==> config.mk <==
export PLATFORM = sky130hd
export DESIGN_NAME = spp_mul
export DESIGN_NICKNAME = d
export VERILOG_FILES = /design/src/rtl/spp_pkg.sv /design/src/rtl/spp_mul.sv
export SDC_FILE = /design/constraint.sdc
export NUM_CORES = 2
export LEC_CHECK = 0
export BUFFER_PORTS_ARGS = -buffer_cell sky130_fd_sc_hd__buf_2
export CAP_MARGIN = 20
export CELL_PAD_IN_SITES_DETAIL_PLACEMENT = 1
export CELL_PAD_IN_SITES_GLOBAL_PLACEMENT = 1
export CORE_ASPECT_RATIO = 1.75
export CORE_MARGIN = 2
export CORE_UTILIZATION = 56
export DETAILED_ROUTE_END_ITERATION = 12
export PLACE_DENSITY = 0.92
export SLEW_MARGIN = 15
export SYNTH_ARGS = -nofsm -noshare
export SYNTH_HDL_FRONTEND = slang
export SYNTH_SLANG_ARGS = --single-unit
==> constraint.sdc <==
create_clock -name i_clk -period 13.6 [get_ports i_clk]
set_input_delay 2.72 -clock i_clk [delete_from_list [all_inputs] [get_ports i_clk]]
set_output_delay 2.72 -clock i_clk [all_outputs]
set_load 0.03 [all_outputs]
==> src/rtl/spp_pkg.sv <==
`default_nettype none
// ---------------------------------------------------------------------------
// spp_pkg: shared types and constants of the splash particle pool
// Pool geometry, generator constants, command and state codes, helpers.
// ---------------------------------------------------------------------------
package spp_pkg;

    localparam int POOL_DEPTH = 64;
    localparam int SLOT_W     = (POOL_DEPTH > 1) ? $clog2(POOL_DEPTH) : 1;
    localparam int CNT_W      = (SLOT_W + 1 > 7) ? SLOT_W + 1 : 7;

    localparam int MUL_W  = 34;
    localparam int PROD_W = 2 * MUL_W;

    localparam logic [63:0]        GOLDEN_SEED   = 64'h9E37_79B9_7F4A_7C15;
    localparam logic [63:0]        MIX_MULT      = 64'h2545_F491_4F6C_DD1D;
    localparam logic signed [31:0] GRAVITY_RESET = 32'sd642253;
    localparam logic [MUL_W-1:0]   RECIP5        = 34'h0_3333_3333;
    localparam logic [29:0]        BASE_MIN      = 30'd98304;

    typedef enum logic [1:0] {
        CMD_SPAWN  = 2'd0,
        CMD_TICK   = 2'd1,
        CMD_READ   = 2'd2,
        CMD_STATUS = 2'd3
    } t_cmd;

    localparam logic REG_SEED    = 1'b0;
    localparam logic REG_GRAVITY = 1'b1;

    typedef enum logic [4:0] {
        S_IDLE,
        S_FIN,
        S_SP_SCAN,
        S_DR_X,
        S_DR_M1,
        S_DR_M2,
        S_DR_M3,
        S_USE,
        S_SPR,
        S_VY1,
        S_DV_MUL,
        S_DV_FIX,
        S_TK_SCAN,
        S_TK_LIFE,
        S_TK_VY,
        S_TK_PX,
        S_TK_PY,
        S_TK_PZ,
        S_RD1,
        S_RD2
    } t_state;

    typedef enum logic [1:0] {
        DR_BASE,
        DR_VY,
        DR_LIFE
    } t_dret;

    function automatic logic [63:0] xorshift(input logic [63:0] v);
        logic [63:0] x;
        x = v ^ (v >> 12);
        x = x ^ (x << 25);
        x = x ^ (x >> 27);
        return x;
    endfunction

    function automatic logic signed [31:0] sat32(input logic signed [34:0] v);
        if (v > 35'sd2147483647) begin
            return 32'sh7FFF_FFFF;
        end else if (v < -35'sd2147483648) begin
            return 32'sh8000_0000;
        end
        return v[31:0];
    endfunction

    function automatic logic signed [34:0] ext35(input logic signed [31:0] v);
        return {{3{v[31]}}, v};
    endfunction

endpackage
`default_nettype wire

==> src/rtl/spp_mul.sv <==
`default_nettype none
// ---------------------------------------------------------------------------
// spp_mul: shared signed multiplier
// One registered signed product per cycle for the sequencer.
// ---------------------------------------------------------------------------
module spp_mul
    import spp_pkg::*;
(
    input  wire logic                     i_clk,
    input  wire logic signed [MUL_W-1:0]  i_a,
    input  wire logic signed [MUL_W-1:0]  i_b,
    output logic signed      [PROD_W-1:0] o_p
);

    always_ff @(posedge i_clk) begin
        o_p <= i_a * i_b;
    end

endmodule
`default_nettype wire

==> summary.md <==
| Metric | Value |
|---|---|
| Setup ws final | 1.94 ns |
| Count of cell types in the netlist | 69 |
| RSZ-0062 raised after global routing | no |
| Seq/Total Area, Yosys | 3.16% |
| Share of cells above drive strength 1 | 4.98% |
| Worst Path Required | 13.92 ns |
| Initial Utilization | 56.5% |
| Initial antenna violation count | 27 |
| Core region area | 76100 um^2 |
| CP endpoint | o_p[61] |
| # hold bufs at CTS | 0 |
| Most frequent CP cell | fa_1 |
| Die Ht | 371 um |
| First-pass GRT wire length | 274 mm |
| Number of placed cells counting well taps | 5519 |
| Worst Path Buf+Inv | 6 |
| Final Cycle Share | 85.7% |
| Top delay family on crit path | adder cells |
| Setup Fix Bufs, Post-CTS | 0 |
| Final hold vios | 0 |
| Final setup viols | 0 |
| Post-DP HPWL | 128 mm |
| Area growth syn-to-layout | 4.23% |
| Pre-antenna DRT Iters | 11 |
| H-tree levels | 3 |
| Critical path startpoint category | primary input |
| Max-slew violation count | 0 |
| Max FFs per register | 68 |
| Total GRT Usage | 49.3% |
| # rows | 134 |
| Fin nets | 6027 |
| Largest net degree at the start of global routing | 35 |
| Post-synth top flop | dfxtp_1 |
| Die Wd | 214 um |
| Post-synth EDFFs | 0 |
| Die area | 79200 um^2 |
| Slew margin rel. | 14.7% |
| Max Clock Freq | 0.0858 GHz |
| Post-synthesis cell area | 43000 um^2 |
| Net Count, Synth | 6068 |
| Total congestion overflow | 0 |
| Syn avg cell area | 9.45 um^2 |
| Final Critical Period | 11.66 ns |
| Pre-CTS setup slack | 2.38 ns |
| Post-Synthesis Cells | 4554 |
| Number of cells on the critical path | 26 |
| Kind of end point of the critical path | flop |
| Non-Filler Instances | 5570 |
| Layout filler cell count | 8576 |
| Final wirelength | 182 mm |
| Routed vias | 36000 |
| WS Path Type | primary input to flop |
| Drt first-iter violations | 4790 |
| Clock Pin Slew Worst Setup and Hold Paths | 0.07 ns |
| Vias in the first global route | 43700 |
| Resized cells post-CTS | 0 |
| Worst Path Max Fanout | 34 |
| Setup_tns | 0 ns |
| Post-synth ARST share | 0% |
| Worst setup path startpoint | i_a[29] |
| Num CTS Buffers | 9 |
| Io pins | 137 |
| CTS Root Cell | clkbuf_16 |
| Status | completed |
| Worst Path Arrival | 11.98 ns |
| Top reg by flops | o_p |
| FF+latch count, synth | 68 |
| Largest registers | o_p x68 |
| CP max stage cell | fa_1 |
| CTS tree | done |
| Number of max-cap violations | 0 |
| Wire per inst | 32.8 um |
| Final core occ | 58.9% |
| CTS Buffer Depth | 2 |
| Worst-margin pin slew | 1.28 ns |
| Final ANT Viol Nets | 0 |
| Vias per cell | 6.47 |
| CP peak stage delay | 0.87 ns |
| HP Class | primary input to flop |
| DRC Markers | 0 |
| YS warnings | 0 |
| Placer Congestion | 0.919 |
| Port-buffer cells | 136 |
| Sink Count | 68 |
-- layer usage --
layer  vias to the layer above  share of wire, %  track usage (%)
met5                         -              0.22             5.77
met4                        16                14             51.8
met3                      1926                11             23.2
met2                      3390                48             75.9
met1                     17900                27             45.3
li1                      12700                 -                -
-- worst min path at each step --
| stage | to | slack, ns | startpoint | cells after the start |
|---|---|---|---|---|
| floorplan | o_p[0] | 2.85 | i_a[0] | 1 |
| global placement | o_p[25] | 3.15 | o_p[25] | 1 |
| detailed placement | o_p[17] | 3.15 | o_p[17] | 1 |
| CTS | o_p[0] | 2.90 | i_b[0] | 3 |
| global route | o_p[0] | 2.89 | i_b[0] | 3 |
| finish | o_p[0] | 2.87 | i_b[0] | 3 |
-- per-stage QoR --
stage | cell area [um^2] | hold WS [ns]
after CTS | 44700 | 2.90
final | 44800 | 2.87
after detailed placement | 44400 | 3.15
after global placement | 44400 | 3.15
after floorplan | 43000 | 2.85
after global routing | 44800 | 2.89
-- area by class of cell --
cell class	instances	area, um^2	area share (%)
inverter	1232	4620	10.3
timing repair buffer	176	1040	2.31
clock buffer	9	225	0.502
clock inverter	7	98.8	0.220
tap	1020	1280	2.85
antenna	32	80.1	0.179
sequential	68	1360	3.04
multi-input combinational	3026	36100	80.6
-- synthesized netlist by cell type (4+ instances only) --
cell	number	area [um^2]
clkbuf_1	214	803
nand3_1	11	55.1
o21bai_1	12	90.1
a21o_1	37	278
nand2b_1	20	125
o21ai_0	31	155
inv_1	1231	4620
nor2_1	54	203
fa_1	1241	24800
nor2b_1	9	56.3
buf_4	4	30.0
o21a_1	4	30.0
and3_1	5	31.3
nor3_1	5	25.0
a211oi_1	6	45.0
dfxtp_1	68	1360
nand2_1	542	2030
o21ai_1	7	35.0
ha_1	204	2550
a21oi_1	61	305
xnor2_1	56	490
or2_2	4	25.0
nand4_1	11	68.8
a31oi_1	7	43.8
and2_1	621	3880
xor2_1	23	201
-- kinds of logic (layout without fill, tap and decap cells) --
family	Yosys count	count (layout)	share of synthesized area, %
DFF	68	68	3.16
xor gates and xnor gates	79	79	1.61
buffers and inverters	1460	1424	12.8
and+or+nand+nor	1296	1296	15.4
other	0	32	0
adders and majority gates	1445	1445	63.7
AOI/OAI and AO/OA	206	206	3.35
-- cells in the final DEF, fill, tap and decap left out, types with 4 or more instances in the layout --
cell       count
nor2b_1        9
buf_4         37
and3_1         5
ha_1         204
a31oi_1        7
o21bai_1      12
o21ai_0       31
a21o_1        37
clkbuf_16      9
a211oi_1       6
diode_2       32
or2_2          4
xnor2_1       56
xor2_1        23
buf_2        135
o21a_1         4
a21oi_1       61
dfxtp_1       68
nand2_1      542
nand3_1       11
nand4_1       11
and2_1       621
inv_1       1231
nor3_1         5
nand2b_1      20
fa_1        1241
o21ai_1        6
nor2_1        54
Power is left out: the tool's default activity adds up to more than one toggle a clock period on the data nets, which glitch-free logic cannot reach.
