--- config.mk ---
export PLATFORM = sky130hd
export DESIGN_NAME = spp_ram
export DESIGN_NICKNAME = d
export VERILOG_FILES = /design/src/rtl/spp_pkg.sv /design/src/rtl/spp_ram.sv
export SDC_FILE = /design/constraint.sdc
export NUM_CORES = 2
export LEC_CHECK = 0
export BUFFER_PORTS_ARGS = -buffer_cell sky130_fd_sc_hd__buf_2
export CORE_ASPECT_RATIO = 1.2
export CORE_MARGIN = 8
export CORE_UTILIZATION = 30
export CTS_CLUSTER_DIAMETER = 50
export DETAILED_ROUTE_END_ITERATION = 10
export PLACE_DENSITY = 0.44
export SLEW_MARGIN = 20
export SYNTH_ARGS = -nofsm -noshare
export SYNTH_HDL_FRONTEND = slang
export SYNTH_SLANG_ARGS = --single-unit
--- constraint.sdc ---
create_clock -name i_clk -period 6.9 [get_ports i_clk]
set_input_delay 0.345 -clock i_clk [delete_from_list [all_inputs] [get_ports i_clk]]
set_output_delay 0.345 -clock i_clk [all_outputs]
set_load 0.05 [all_outputs]
--- src/rtl/spp_pkg.sv ---
`default_nettype none
// ---------------------------------------------------------------------------
// spp_pkg: shared types and constants of the splash particle pool
// Pool geometry, generator constants, command and state codes, helpers.
// ---------------------------------------------------------------------------
package spp_pkg;

    localparam int POOL_DEPTH = 64;
    localparam int SLOT_W     = (POOL_DEPTH > 1) ? $clog2(POOL_DEPTH) : 1;
    localparam int CNT_W      = (SLOT_W + 1 > 7) ? SLOT_W + 1 : 7;

    localparam int MUL_W  = 34;
    localparam int PROD_W = 2 * MUL_W;

    localparam logic [63:0]        GOLDEN_SEED   = 64'h9E37_79B9_7F4A_7C15;
    localparam logic [63:0]        MIX_MULT      = 64'h2545_F491_4F6C_DD1D;
    localparam logic signed [31:0] GRAVITY_RESET = 32'sd642253;
    localparam logic [MUL_W-1:0]   RECIP5        = 34'h0_3333_3333;
    localparam logic [29:0]        BASE_MIN      = 30'd98304;

    typedef enum logic [1:0] {
        CMD_SPAWN  = 2'd0,
        CMD_TICK   = 2'd1,
        CMD_READ   = 2'd2,
        CMD_STATUS = 2'd3
    } t_cmd;

    localparam logic REG_SEED    = 1'b0;
    localparam logic REG_GRAVITY = 1'b1;

    typedef enum logic [4:0] {
        S_IDLE,
        S_FIN,
        S_SP_SCAN,
        S_DR_X,
        S_DR_M1,
        S_DR_M2,
        S_DR_M3,
        S_USE,
        S_SPR,
        S_VY1,
        S_DV_MUL,
        S_DV_FIX,
        S_TK_SCAN,
        S_TK_LIFE,
        S_TK_VY,
        S_TK_PX,
        S_TK_PY,
        S_TK_PZ,
        S_RD1,
        S_RD2
    } t_state;

    typedef enum logic [1:0] {
        DR_BASE,
        DR_VY,
        DR_LIFE
    } t_dret;

    function automatic logic [63:0] xorshift(input logic [63:0] v);
        logic [63:0] x;
        x = v ^ (v >> 12);
        x = x ^ (x << 25);
        x = x ^ (x >> 27);
        return x;
    endfunction

    function automatic logic signed [31:0] sat32(input logic signed [34:0] v);
        if (v > 35'sd2147483647) begin
            return 32'sh7FFF_FFFF;
        end else if (v < -35'sd2147483648) begin
            return 32'sh8000_0000;
        end
        return v[31:0];
    endfunction

    function automatic logic signed [34:0] ext35(input logic signed [31:0] v);
        return {{3{v[31]}}, v};
    endfunction

endpackage
`default_nettype wire

--- src/rtl/spp_ram.sv ---
`default_nettype none
// ---------------------------------------------------------------------------
// spp_ram: one slot store of the pool
// Single write port, single registered read port.
// ---------------------------------------------------------------------------
module spp_ram
    import spp_pkg::*;
#(
    parameter int WIDTH = 32
) (
    input  wire logic              i_clk,
    input  wire logic              i_we,
    input  wire logic [SLOT_W-1:0] i_waddr,
    input  wire logic [WIDTH-1:0]  i_wdata,
    input  wire logic [SLOT_W-1:0] i_raddr,
    output logic      [WIDTH-1:0]  o_rdata
);

    logic [WIDTH-1:0] mem [POOL_DEPTH];

    always_ff @(posedge i_clk) begin
        if (i_we) begin
            mem[i_waddr] <= i_wdata;
        end
        o_rdata <= mem[i_raddr];
    end

endmodule
`default_nettype wire

==> summary.md <==
| Metric | Value |
|---|---|
| Combinational power share | 0.055 |
| # rows | 205 |
| DRC | 0 |
| Die X | ~480 µm |
| YS warnings | 0 |
| First-pass GRT wire length | 318,000 µm |
| Max_slew headroom | 0.234 |
| Critical Path RT | ~7.6 ns |
| Max Cap Violations | 0 |
| Final hold vios | 0 |
| HPWL after DPL | approximately 130,000 µm |
| Cell count after synthesis | 3,324 |
| Reg2reg start | mem[20][13]$_DFFE_PP_ |
| Root Driver | clkbuf_16 |
| Syn_area_per_cell | 23.6 µm² |
| Total gr overflow | 0 |
| Worst path cell trace | buf_8 -> buf_4 -> mux4_2 -> mux4_2 -> o22ai_1 -> nor2_1 |
| # setup viols final | 0 |
| Sw Share | 0.220 |
| Pwr/cell area | 294 mW/mm² |
| CTS tree | done |
| Crit-path slowest cell | o22ai_1 |
| Worst-skew pair later-pin latency | roughly 0.85 ns |
| Total CTS buffers | 212 |
| Setup Buffers After CTS | 0 |
| Port Buf Inserts | 77 |
| Largest net degree at the start of global routing | just under 70 |
| CTS clk-pin slew, worst paths | 0.07 ns |
| Antenna viol nets, final | 0 |
| Vias in the first global route | 38,200 |
| Layout cell share with drive strength beyond 1 | 0.307 |
| Final Cycle Share | 0.435 |
| Placer Congestion | 0.735 |
| WHS | 0.135 ns |
| Maximum VDD drop | about 0.19 mV |
| Syn Nets | 3,370 |
| Setup TNS Final | 0 ns |
| Initial antenna violation count | 22 |
| Worst Hold Class | input port to flop |
| Actual transition at the worst max-transition pin | 1.15 ns |
| I/O pin count | 78 |
| Min Tclk post-route | 3.00 ns |
| Crit Path Max Fanout | 31 |
| Post-synthesis sequential area ratio | 0.791 |
| H-tree depth | 4 |
| Hold-fix buffers, CTS | 1 |
| Initial core utilization | 0.302 |
| #FFs+latches synth | between 2,000 and 2,500 |
| Clock power frac | 0.420 |
| P_int | 20.9 mW |
| CP delay by family, top | multiplexers |
| Peak Freq | 333 MHz |
| Clock Sinks | 2,080 |
| Fill cells | about 24,000 |
| Post_cts resized | 0 |
| Worst Skew | 0.0482 ns |
| Reg2reg setup slack | 4.16 ns |
| Synthesized area | 0.0785 mm² |
| Critical path origin | i_raddr[0] |
| GRT Total Usage | 0.162 |
| Leakage dissipation | approximately 28 nW |
| Die Height | just under 600 µm |
| RSZ-0062 raised after global routing | no |
| Vias/cell | 5.05 |
| DR WL/cell | 32.3 µm |
| Pre-Repair DR Iteration Count | 5 |
| Via count | ~36,000 |
| Hold path startpoint | i_waddr[2] |
| Maximum clock insertion buffer count | 4 |
| WP buf/inv | 2 |
| Crit end category | flop |
| Layout area overhead | 15.6% |
| Sw Pwr | just under 6 mW |
| Full die area | between 0.2 and 0.3 mm² |
| DR iter-0 viols | 3,806 |
| Largest stage delay, worst path | 0.91 ns |
| Post-synthesis cell type count | 34 |
| Most common cell on crit path | mux4_2 |
| Critical path class | input port to flop |
| Data arrival, critical path | about 3.7 ns |
| Sequential Power Share | 0.525 |
| Final Max Slew Viols | 0 |
| Total Wirelength | 232,000 µm |
| Core Area | around 0.26 mm² |
| Startpoint types | input port |
| Fin nets | 3,628 |
| Status | finished, final reports clean |
-- placed cells by master (no fill, tap or decap), drive strengths merged --
| master | netlist | layout |
|---|---|---|
| a311oi | 8 | 8 |
| mux2i | 93 | 93 |
| and2 | 2 | 2 |
| dlygate4sd3 | 0 | 1 |
| a41o | 4 | 4 |
| inv | 0 | 7 |
| bufinv | 0 | 14 |
| diode | 0 | 8 |
| a22oi | 12 | 12 |
| clkbuf | 74 | 276 |
| edfxtp | 2048 | 2048 |
| or3b | 5 | 5 |
| o221ai | 27 | 27 |
| nand3 | 5 | 5 |
| or2 | 3 | 3 |
| nand3b | 5 | 5 |
| nand2 | 26 | 26 |
| nor3 | 7 | 7 |
| nand4 | 2 | 2 |
| nor2b | 15 | 15 |
| dfxtp | 32 | 32 |
| mux4 | 544 | 544 |
| or3 | 3 | 3 |
| clkinv | 0 | 75 |
| o32ai | 4 | 4 |
| clkinvlp | 0 | 9 |
| a31oi | 1 | 1 |
| buf | 108 | 225 |
| a21oi | 62 | 62 |
| nand4b | 1 | 1 |
| nor2 | 137 | 137 |
| and3 | 4 | 4 |
| o22ai | 84 | 84 |
| nand2b | 8 | 8 |
-- logic make-up (layout without fill, tap and decap cells) --
group,Yosys count,after routing,synth area share
flops,2080,2080,0.791
mux,637,637,0.168
simple gates,223,223,0.0127
compound gates,202,202,0.0167
buf+inv,182,607,0.0113
other cells,0,8,0
-- worst register-to-register path, stage by stage (launching register included) --
cell      delay [ns]
edfxtp_1        0.37
mux4_2          0.47
mux4_2          0.54
o22ai_1         0.91
nor2_1          0.26
-- final cells by class --
class / instances / area [µm²] / share of cell area
repair buffers: 226 / 1650 / 0.0181
flip-flops and latches: 2080 / 62100 / 0.685
multi-input cells: 1062 / 16000 / 0.176
well taps: 3415 / 4270 / 0.0471
clock inverters: 105 / 911 / 0.0100
diodes: 8 / 20.0 / 0.000221
clock buffers: 276 / 5770 / 0.0636
-- registers in the layout, indices dropped and copies added, names as in the netlist --
| register | cells |
|---|---|
| mem | 2048 |
| o_rdata | 32 |
-- synthesized netlist by cell type (all sizes together) --
library cell | instances | share of area
a21oi | 62 | 0.0040
a22oi | 12 | 0.0011
a311oi | 8 | 0.00089
a31oi | 1 | 0.000080
a41o | 4 | 0.00051
and2 | 2 | 0.00016
and3 | 4 | 0.00032
buf | 108 | 0.0077
clkbuf | 74 | 0.0035
dfxtp | 32 | 0.0082
edfxtp | 2048 | 0.78
mux2i | 93 | 0.012
mux4 | 544 | 0.16
nand2 | 26 | 0.0012
nand2b | 8 | 0.00064
nand3 | 5 | 0.00032
nand3b | 5 | 0.00048
nand4 | 2 | 0.00016
nand4b | 1 | 0.00011
nor2 | 137 | 0.0065
nor2b | 15 | 0.0012
nor3 | 7 | 0.00045
o221ai | 27 | 0.0030
o22ai | 84 | 0.0067
o32ai | 4 | 0.00045
or2 | 3 | 0.00024
or3 | 3 | 0.00024
or3b | 5 | 0.00056
-- power by group through the flow --
stage,Combinational (mW),Sequential [mW],Clock [mW]
after floorplan,0.680,14.4,0
after global routing,1.57,14.0,12.0
final,1.48,14.0,11.2
after global placement,1.51,14.3,0
after CTS,1.52,14.0,11.5
after detailed placement,1.52,14.3,0
-- final timing paths --
path,cells past startpoint,endpoint
setup / recovery,6,o_rdata[13]$_DFF_P_
hold / removal,2,mem[48][0]$_DFFE_PP_
setup reg to reg,4,o_rdata[13]$_DFF_P_
hold reg to reg,4,o_rdata[20]$_DFF_P_
-- routing by layer --
layer  up-vias  GRT usage  routed length, µm
met5         -          0                 55
met4         8     0.0505               7760
met3       318     0.0254              12000
met2      1005      0.280             117000
met1     20100      0.210              95300
li1      14800          -                  -
-- stage by stage --
stage | worst slack (ns) | cell area, µm² | utilization | total power, mW | cells
floorplan | 3.40 | 78500 | - | 15.1 | 3324
global placement | 2.67 | 84000 | 0.323 | 15.8 | 6781
detailed placement | 2.97 | 84100 | 0.323 | 15.8 | 6782
CTS | 3.90 | 90800 | 0.349 | 27.1 | 7164
global route | 3.82 | 90800 | 0.349 | 27.6 | 7165
finish | 3.90 | 90800 | 0.349 | 26.7 | 7172
Note: power is estimated with default switching activity, not from simulation.
